## config.mk

```make
export PLATFORM = sky130hd
export DESIGN_NAME = deadline_timer_queue
export DESIGN_NICKNAME = d
export VERILOG_FILES = /design/src/sv/dtq_pkg.sv /design/src/sv/deadline_timer_queue.sv
export SDC_FILE = /design/constraint.sdc
export NUM_CORES = 2
export LEC_CHECK = 0
export ABC_AREA = 1
export BUFFER_PORTS_ARGS = -buffer_cell sky130_fd_sc_hd__buf_2
export CELL_PAD_IN_SITES_DETAIL_PLACEMENT = 1
export CELL_PAD_IN_SITES_GLOBAL_PLACEMENT = 1
export CORE_MARGIN = 1
export CORE_UTILIZATION = 41
export DETAILED_ROUTE_END_ITERATION = 10
export PLACE_DENSITY = 0.72
export SLEW_MARGIN = 20
export SYNTH_ARGS = -nofsm -noshare
export SYNTH_HDL_FRONTEND = slang
export SYNTH_SLANG_ARGS = --single-unit
```

## constraint.sdc

```tcl
create_clock -name i_clk -period 6.35 [get_ports i_clk]
set_input_delay 0.635 -clock i_clk [delete_from_list [all_inputs] [get_ports i_clk]]
set_output_delay 0.635 -clock i_clk [all_outputs]
set_load 0.05 [all_outputs]
```

## src/sv/dtq_pkg.sv

```systemverilog
// Shared types and constants of the deadline timer queue.
`timescale 1ns / 1ps
package dtq_pkg;

    localparam int ID_W          = 4;
    localparam int TIME_W        = 32;
    localparam int OP_W          = 2;
    localparam int SLOTS_DEFAULT = 16;

    localparam logic [OP_W-1:0] OP_SCHED   = 2'd0;
    localparam logic [OP_W-1:0] OP_UNSCHED = 2'd1;
    localparam logic [OP_W-1:0] OP_POLL    = 2'd2;
    localparam logic [OP_W-1:0] OP_NOP     = 2'd3;

    typedef struct packed {
        logic [ID_W-1:0]   id;
        logic [TIME_W-1:0] deadline;
        logic [TIME_W-1:0] start_time;
    } t_entry;

endpackage

```

## src/sv/deadline_timer_queue.sv

```systemverilog
// Deadline-sorted timer queue held in a circular memory, walked by one sequencer.
`timescale 1ns / 1ps
// A request is taken when start is high and busy is low; busy then stays high
// until the request is done, except for a no-op, which leaves busy low. Entries
// live in a single-port-read memory kept as a circular buffer in deadline order,
// so every entry visited takes an address step, then a check of the registered
// read data. A schedule runs a search, a removal shift, an insert search and an
// insert shift; an unschedule runs the search and removal shift; a poll visits
// each expired timer in turn.
// Each expired timer is shown on o_fired_id, o_elapsed and o_last for exactly
// one cycle with o_valid high; the receiver cannot stall, so it must take every
// result as it comes. No clearing pass follows reset: the queue starts empty.
module deadline_timer_queue #(
    parameter int SLOTS = dtq_pkg::SLOTS_DEFAULT
) (
    input  logic                        i_clk,
    input  logic                        i_rst_n,
    input  logic                        start,
    output logic                        busy,
    input  logic [dtq_pkg::OP_W-1:0]    i_operation,
    input  logic [dtq_pkg::ID_W-1:0]    i_timer_id,
    input  logic [dtq_pkg::TIME_W-1:0]  i_delay,
    input  logic [dtq_pkg::TIME_W-1:0]  i_now,
    output logic                        o_valid,
    output logic [dtq_pkg::ID_W-1:0]    o_fired_id,
    output logic [dtq_pkg::TIME_W-1:0]  o_elapsed,
    output logic                        o_last
);

    localparam int AW = $clog2(SLOTS);
    localparam int CW = $clog2(SLOTS + 1);

    localparam logic [3:0] S_IDLE      = 4'd0;
    localparam logic [3:0] S_RM_RD     = 4'd1;
    localparam logic [3:0] S_RM_CHK    = 4'd2;
    localparam logic [3:0] S_SHD_RD    = 4'd3;
    localparam logic [3:0] S_SHD_WR    = 4'd4;
    localparam logic [3:0] S_INS_START = 4'd5;
    localparam logic [3:0] S_INS_RD    = 4'd6;
    localparam logic [3:0] S_INS_CHK   = 4'd7;
    localparam logic [3:0] S_SHU_RD    = 4'd8;
    localparam logic [3:0] S_SHU_WR    = 4'd9;
    localparam logic [3:0] S_POLL_RD   = 4'd10;
    localparam logic [3:0] S_POLL_CHK  = 4'd11;

    // control state
    logic [3:0]    r_state, n_state;
    logic [CW-1:0] r_count, n_count;
    logic [AW-1:0] r_head, n_head;
    logic [CW-1:0] r_idx, n_idx;
    logic          r_pend_v, n_pend_v;
    logic          r_out_valid, n_out_valid;

    // payload
    logic [dtq_pkg::OP_W-1:0]   r_op, n_op;
    logic [dtq_pkg::ID_W-1:0]   r_id, n_id;
    logic [dtq_pkg::TIME_W-1:0] r_dl, n_dl;
    logic [dtq_pkg::TIME_W-1:0] r_now, n_now;
    logic [CW-1:0]              r_pos, n_pos;
    logic [dtq_pkg::ID_W-1:0]   r_pend_id, n_pend_id;
    logic [dtq_pkg::TIME_W-1:0] r_pend_el, n_pend_el;
    logic [dtq_pkg::ID_W-1:0]   r_out_id, n_out_id;
    logic [dtq_pkg::TIME_W-1:0] r_out_el, n_out_el;
    logic                       r_out_last, n_out_last;

    // entry memory
    dtq_pkg::t_entry r_mem [SLOTS];
    dtq_pkg::t_entry r_rd;
    logic            w_we;
    logic [AW-1:0]   w_waddr;
    logic [AW-1:0]   w_raddr;
    dtq_pkg::t_entry w_wdata;
    logic [3:0]      w_after_rm;

    // Map a queue position to a memory slot, wrapping past the end.
    function automatic logic [AW-1:0] f_phys(input logic [AW-1:0] head,
                                             input logic [AW-1:0] pos);
        logic [AW:0] s;
        s = {1'b0, head} + {1'b0, pos};
        if (s >= (AW+1)'(SLOTS)) begin
            s = s - (AW+1)'(SLOTS);
        end
        return s[AW-1:0];
    endfunction

    always_ff @(posedge i_clk) begin
        if (w_we) begin
            r_mem[w_waddr] <= w_wdata;
        end
        r_rd <= r_mem[w_raddr];
    end

    assign w_after_rm = (r_op == dtq_pkg::OP_SCHED) ? S_INS_START : S_IDLE;

    always_comb begin
        n_state     = r_state;
        n_count     = r_count;
        n_head      = r_head;
        n_idx       = r_idx;
        n_pend_v    = r_pend_v;
        n_out_valid = 1'b0;
        n_op        = r_op;
        n_id        = r_id;
        n_dl        = r_dl;
        n_now       = r_now;
        n_pos       = r_pos;
        n_pend_id   = r_pend_id;
        n_pend_el   = r_pend_el;
        n_out_id    = r_out_id;
        n_out_el    = r_out_el;
        n_out_last  = r_out_last;
        w_we        = 1'b0;
        w_waddr     = r_head;
        w_wdata     = r_rd;
        w_raddr     = r_head;

        unique case (r_state)
            S_IDLE: begin
                if (start) begin
                    n_op  = i_operation;
                    n_id  = i_timer_id;
                    n_dl  = i_now + i_delay;
                    n_now = i_now;
                    n_idx = '0;
                    unique case (i_operation) inside
                        dtq_pkg::OP_SCHED, dtq_pkg::OP_UNSCHED: n_state = S_RM_RD;
                        dtq_pkg::OP_POLL: begin
                            n_state  = S_POLL_RD;
                            n_pend_v = 1'b0;
                        end
                        default: n_state = S_IDLE;
                    endcase
                end
            end
            S_RM_RD: begin
                if (r_idx == r_count) begin
                    n_state = w_after_rm;
                end else begin
                    w_raddr = f_phys(r_head, r_idx[AW-1:0]);
                    n_state = S_RM_CHK;
                end
            end
            S_RM_CHK: begin
                if (r_rd.id == r_id) begin
                    n_state = S_SHD_RD;
                end else begin
                    n_idx   = r_idx + CW'(1);
                    n_state = S_RM_RD;
                end
            end
            S_SHD_RD: begin
                // close the gap left by the removed entry
                if (r_idx + CW'(1) == r_count) begin
                    n_count = r_count - CW'(1);
                    n_state = w_after_rm;
                end else begin
                    w_raddr = f_phys(r_head, r_idx[AW-1:0] + AW'(1));
                    n_state = S_SHD_WR;
                end
            end
            S_SHD_WR: begin
                w_we    = 1'b1;
                w_waddr = f_phys(r_head, r_idx[AW-1:0]);
                n_idx   = r_idx + CW'(1);
                n_state = S_SHD_RD;
            end
            S_INS_START: begin
                // drop the request when the queue is full
                if (r_count == CW'(SLOTS)) begin
                    n_state = S_IDLE;
                end else begin
                    n_idx   = '0;
                    n_state = S_INS_RD;
                end
            end
            S_INS_RD: begin
                if (r_idx == r_count) begin
                    n_pos   = r_idx;
                    n_state = S_SHU_RD;
                end else begin
                    w_raddr = f_phys(r_head, r_idx[AW-1:0]);
                    n_state = S_INS_CHK;
                end
            end
            S_INS_CHK: begin
                // equal deadline: new entry goes in front
                if (r_rd.deadline < r_dl) begin
                    n_idx   = r_idx + CW'(1);
                    n_state = S_INS_RD;
                end else begin
                    n_pos   = r_idx;
                    n_idx   = r_count;
                    n_state = S_SHU_RD;
                end
            end
            S_SHU_RD: begin
                if (r_idx == r_pos) begin
                    w_we    = 1'b1;
                    w_waddr = f_phys(r_head, r_pos[AW-1:0]);
                    w_wdata = '{id: r_id, deadline: r_dl, start_time: r_now};
                    n_count = r_count + CW'(1);
                    n_state = S_IDLE;
                end else begin
                    w_raddr = f_phys(r_head, r_idx[AW-1:0] - AW'(1));
                    n_state = S_SHU_WR;
                end
            end
            S_SHU_WR: begin
                w_we    = 1'b1;
                w_waddr = f_phys(r_head, r_idx[AW-1:0]);
                n_idx   = r_idx - CW'(1);
                n_state = S_SHU_RD;
            end
            S_POLL_RD: begin
                if (r_count == '0) begin
                    n_out_valid = r_pend_v;
                    n_out_last  = 1'b1;
                    n_out_id    = r_pend_id;
                    n_out_el    = r_pend_el;
                    n_state     = S_IDLE;
                end else begin
                    w_raddr = r_head;
                    n_state = S_POLL_CHK;
                end
            end
            S_POLL_CHK: begin
                if (r_rd.deadline < r_now) begin
                    // hold one result back until it is known whether it is the last
                    n_out_valid = r_pend_v;
                    n_out_last  = 1'b0;
                    n_out_id    = r_pend_id;
                    n_out_el    = r_pend_el;
                    n_pend_v    = 1'b1;
                    n_pend_id   = r_rd.id;
                    n_pend_el   = r_now - r_rd.start_time;
                    n_head      = f_phys(r_head, AW'(1));
                    n_count     = r_count - CW'(1);
                    n_state     = S_POLL_RD;
                end else begin
                    n_out_valid = r_pend_v;
                    n_out_last  = 1'b1;
                    n_out_id    = r_pend_id;
                    n_out_el    = r_pend_el;
                    n_state     = S_IDLE;
                end
            end
            default: n_state = S_IDLE;
        endcase
    end

    always_ff @(posedge i_clk) begin
        if (!i_rst_n) begin
            r_state     <= S_IDLE;
            r_count     <= '0;
            r_head      <= '0;
            r_idx       <= '0;
            r_pend_v    <= 1'b0;
            r_out_valid <= 1'b0;
        end else begin
            r_state     <= n_state;
            r_count     <= n_count;
            r_head      <= n_head;
            r_idx       <= n_idx;
            r_pend_v    <= n_pend_v;
            r_out_valid <= n_out_valid;
        end
    end

    always_ff @(posedge i_clk) begin
        r_op       <= n_op;
        r_id       <= n_id;
        r_dl       <= n_dl;
        r_now      <= n_now;
        r_pos      <= n_pos;
        r_pend_id  <= n_pend_id;
        r_pend_el  <= n_pend_el;
        r_out_id   <= n_out_id;
        r_out_el   <= n_out_el;
        r_out_last <= n_out_last;
    end

    assign busy       = (r_state != S_IDLE);
    assign o_valid    = r_out_valid;
    assign o_fired_id = r_out_id;
    assign o_elapsed  = r_out_el;
    assign o_last     = r_out_last;

    a_count_bound: assert property (@(posedge i_clk) disable iff (!i_rst_n)
        r_count <= CW'(SLOTS))
        else $error("queue count exceeds slot count");

    a_idle_count: assert property (@(posedge i_clk) disable iff (!i_rst_n)
        (i_rst_n && r_state == S_IDLE) |=> $stable(r_count))
        else $error("queue count changed without a request in progress");

    a_result_in_poll: assert property (@(posedge i_clk) disable iff (!i_rst_n)
        o_valid |-> (r_state == S_POLL_RD || r_state == S_IDLE))
        else $error("result shown outside a poll");

    a_last_gap: assert property (@(posedge i_clk) disable iff (!i_rst_n)
        (o_valid && o_last) |=> !o_valid)
        else $error("result follows the last result of a poll");

    a_accept_busy: assert property (@(posedge i_clk) disable iff (!i_rst_n)
        (start && !busy && i_operation != dtq_pkg::OP_NOP) |=> busy)
        else $error("accepted request did not raise busy");

endmodule
```

==> impl_metrics.yaml <==
synthesis:
  synthCells: 5740
  ys_seq_area_frac: 0.641
  ys_seq_elements: 1324
  async_flop_share: 0
  synth_top_cells_by_count: "1236 x edfxtp_1, 1196 x nand2_1, 1146 x nand3_1, 759 x inv_1, 278 x nand3b_1"
  yosysTopAreaCellShare: 0.612
  synth_fp_nets: 5961
  synth_area_um2: 60700
  synth_edf_count: 1236
  netlist_top_cells_area: "edfxtp_1 61%, nand3_1 9.4%, nand2_1 7.4%"
  synth_ff_type: "edfxtp_1"
  avgSynthCellArea_um2: 10.6
  yosysMostFrequentCell: "edfxtp_1"
  synth_cell_type_count: 48
  yosys_warnings: 0
  synth.largest_area_cell: "edfxtp_1"
setup_path:
  cp-end-kind: "register"
  critPathTopFamily: "buffers and inverters"
  critPathLaunchType: "register"
  critical_path_class: "reg -> reg"
  slowest_delay_ns: 0.94
  crit_arrival_ns: 5.12
  crit_chain: "inv_2 > ha_1 > inv_1 > ha_1 > nand2_1 > nand2_1 > a21oi_1 > or2_2 > nand3_1 > a21oi_1 > o21ai_0 > nand3_1 > nand2_4 > inv_4 > buf_4 > nand3_1 > nand2_1"
  required_ns: 7.09
  worstPathMaxFanout: 52
  critPathBufInv: 4
  slowest_stage: "inv_4"
clock_network:
  max-clock-path-buffers: 3
  cts_max_level: 4
  cts_hold_buf: 12
  post-cts-setup-buffers: 0
  ctsResizeCount: 0
  clk_pin_slew_ns: 0.06
  cts_tree: "done"
  numCtsBuffers: 145
  worst_skew_pair.late_latency_ns: 0.81
  cts_root_buf: "clkbuf_16"
  clock-sinks: 1324
power:
  sw_frac_of_total: 0.320
  p_sw_mw: 8.27
  ir_drop_uv: 329
  powerDensity_nw_per_um2: 378
  internal_power_mw: 17.6
  combPwrFrac: 0.226
  sequentialPowerShare: 0.448
  power_leakage_nw: 27.2
  pwr-share-clk: 0.326
  power_mw: 25.9
worst_hold_path:
  hp-class: "in -> reg"
floorplan:
  io_pins: 112
  die_h_um: 387
  die_w_um: 387
  rows: 140
  core_area_um2: 146000
  die_area_um2: 150000
  initial_core_util: 0.415
global_routing:
  first_global_vias: 45300
  overflow: 0
  grt_max_degree: 181
  antenna_found_initial: 8
  gr-usage-all-layers: 0.249
  grt_pass1_wl_mm: 282
sta:
  clock.fmax_ghz: 0.228
  final-max-slew-violation-count: 0
  setup_viol: 0
  final.min_clock_period_ns: 4.38
  finalHoldViolations: 0
  relSlewSlack: 0.199
  finalSetupTns_ns: 0
  rsz0062_at_grt: "false"
  worstMarginPinSlew_ns: 1.19
  post-route-period-util: 0.689
  fin_ws_ns: 1.97
  fin_skew_ns: 0.0536
drt:
  avgRoutedWirePerCell_um: 23.8
  antenna_left: 0
  drc: 0
  first_pass_iters: 6
  vias_per_cell: 5.53
  routed_wl_mm: 187
  vias: 43500
  drt-initial-drc-count: 3907
place:
  place_congestion: 0.890
  dpl.hpwl_mm: 107
  portBuffers: 111
  dp_slack_ns: 1.93
cells_and_area:
  synthToLayoutAreaGrowth_pct: 13.0
  fillerInstances: 15700
  fin_util: 0.469
  nets: 6037
  drive_gt1_frac: 0.0835
run:
  cap_violations: 0
run_status:
  status: "completed"
-- metrics by stage --
stage,cell area (um2),instances,hold WS (ns)
after floorplan,60700,5740,0.400
after global placement,63700,7574,0.404
after detailed placement,63700,7574,0.408
after CTS,68500,7855,0.0000823
after global routing,68600,7855,0.0264
final,68600,7857,0.0480
-- sequential cells by signal, indices dropped and copies added (netlist names), 2 cells and up --
register,count
o_fired_id,4
r_idx,5
r_op,2
r_now,32
r_state,4
r_id,4
r_rd,68
r_pend_el,32
r_head,4
o_elapsed,32
r_count,5
r_pos,5
r_mem,1088
r_dl,32
r_pend_id,4
-- cells by family (layout without fill, tap and decap cells) --
group                    count (synthesis)  after routing  share of synthesized area
other                                    0              2                          0
XOR/XNOR                                82             82                     0.0118
AND/OR/NAND/NOR                       2788           2788                      0.216
adder cells (fa/ha/maj)                148            148                     0.0314
buffers and inverters                 1074           1272                     0.0710
flip-flops                            1324           1324                      0.641
AO/OA/AOI/OAI                          324            324                     0.0294
-- cells in the final DEF, fill, tap and decap left out, types with 21 or more instances in the layout --
cell,count
buf_4,78
buf_12,30
o21ai_0,112
nor2_1,93
buf_2,111
nand3_1,1145
nand2_1,1195
clkbuf_1,43
clkinv_2,21
clkbuf_16,146
dfxtp_1,88
xor2_1,58
nor2_4,21
edfxtp_1,1236
xnor2_1,24
inv_1,759
ha_1,141
a21oi_1,127
nand3b_1,278
-- worst paths after layout --
| check | start | endpoint | slack, ns | depth (start not counted) |
|---|---|---|---|---|
| worst max-delay path | r_idx[0] | r_rd[52] | 1.97 | 17 |
| worst min-delay path | i_now[5] | r_now[5] | 0.05 | 1 |
| worst max register to register | r_idx[0] | r_rd[52] | 1.97 | 17 |
| worst min register to register | r_pend_el[7] | o_elapsed[7] | 0.39 | 0 |
-- layout make-up --
class	count	area, um2	share of cell area
multi-input cells	3342	17800	0.259
inverters	772	2910	0.0424
well taps	1917	2400	0.0350
repair buffers	231	1860	0.0272
clock buffers	202	3990	0.0582
flip-flops and latches	1324	38900	0.567
diodes	2	5.00	0.0000730
clock inverters	67	737	0.0107
-- power groups by stage --
stage / combinational [mW] / sequential, mW / clock (mW)
2_1_floorplan: 3.33 / 11.6 / 0
3_3_place_gp: 5.53 / 11.8 / 0
3_5_place_dp: 5.75 / 11.8 / 0
4_1_cts: 5.80 / 11.6 / 8.56
5_1_grt: 6.37 / 11.6 / 8.87
6_report: 5.85 / 11.6 / 8.43
-- layer usage --
metal  routed length [um]  share of wire  global-route usage  vias to the layer above
li1                     -              -                   -                    19800
met1                80600           0.43               0.333                    21900
met2                87900           0.47               0.403                     1397
met3                12600          0.067              0.0460                      337
met4                 5880          0.031              0.0895                        2
met5                   13       0.000070                   0                        -
Power figures use the tool's default switching activity.
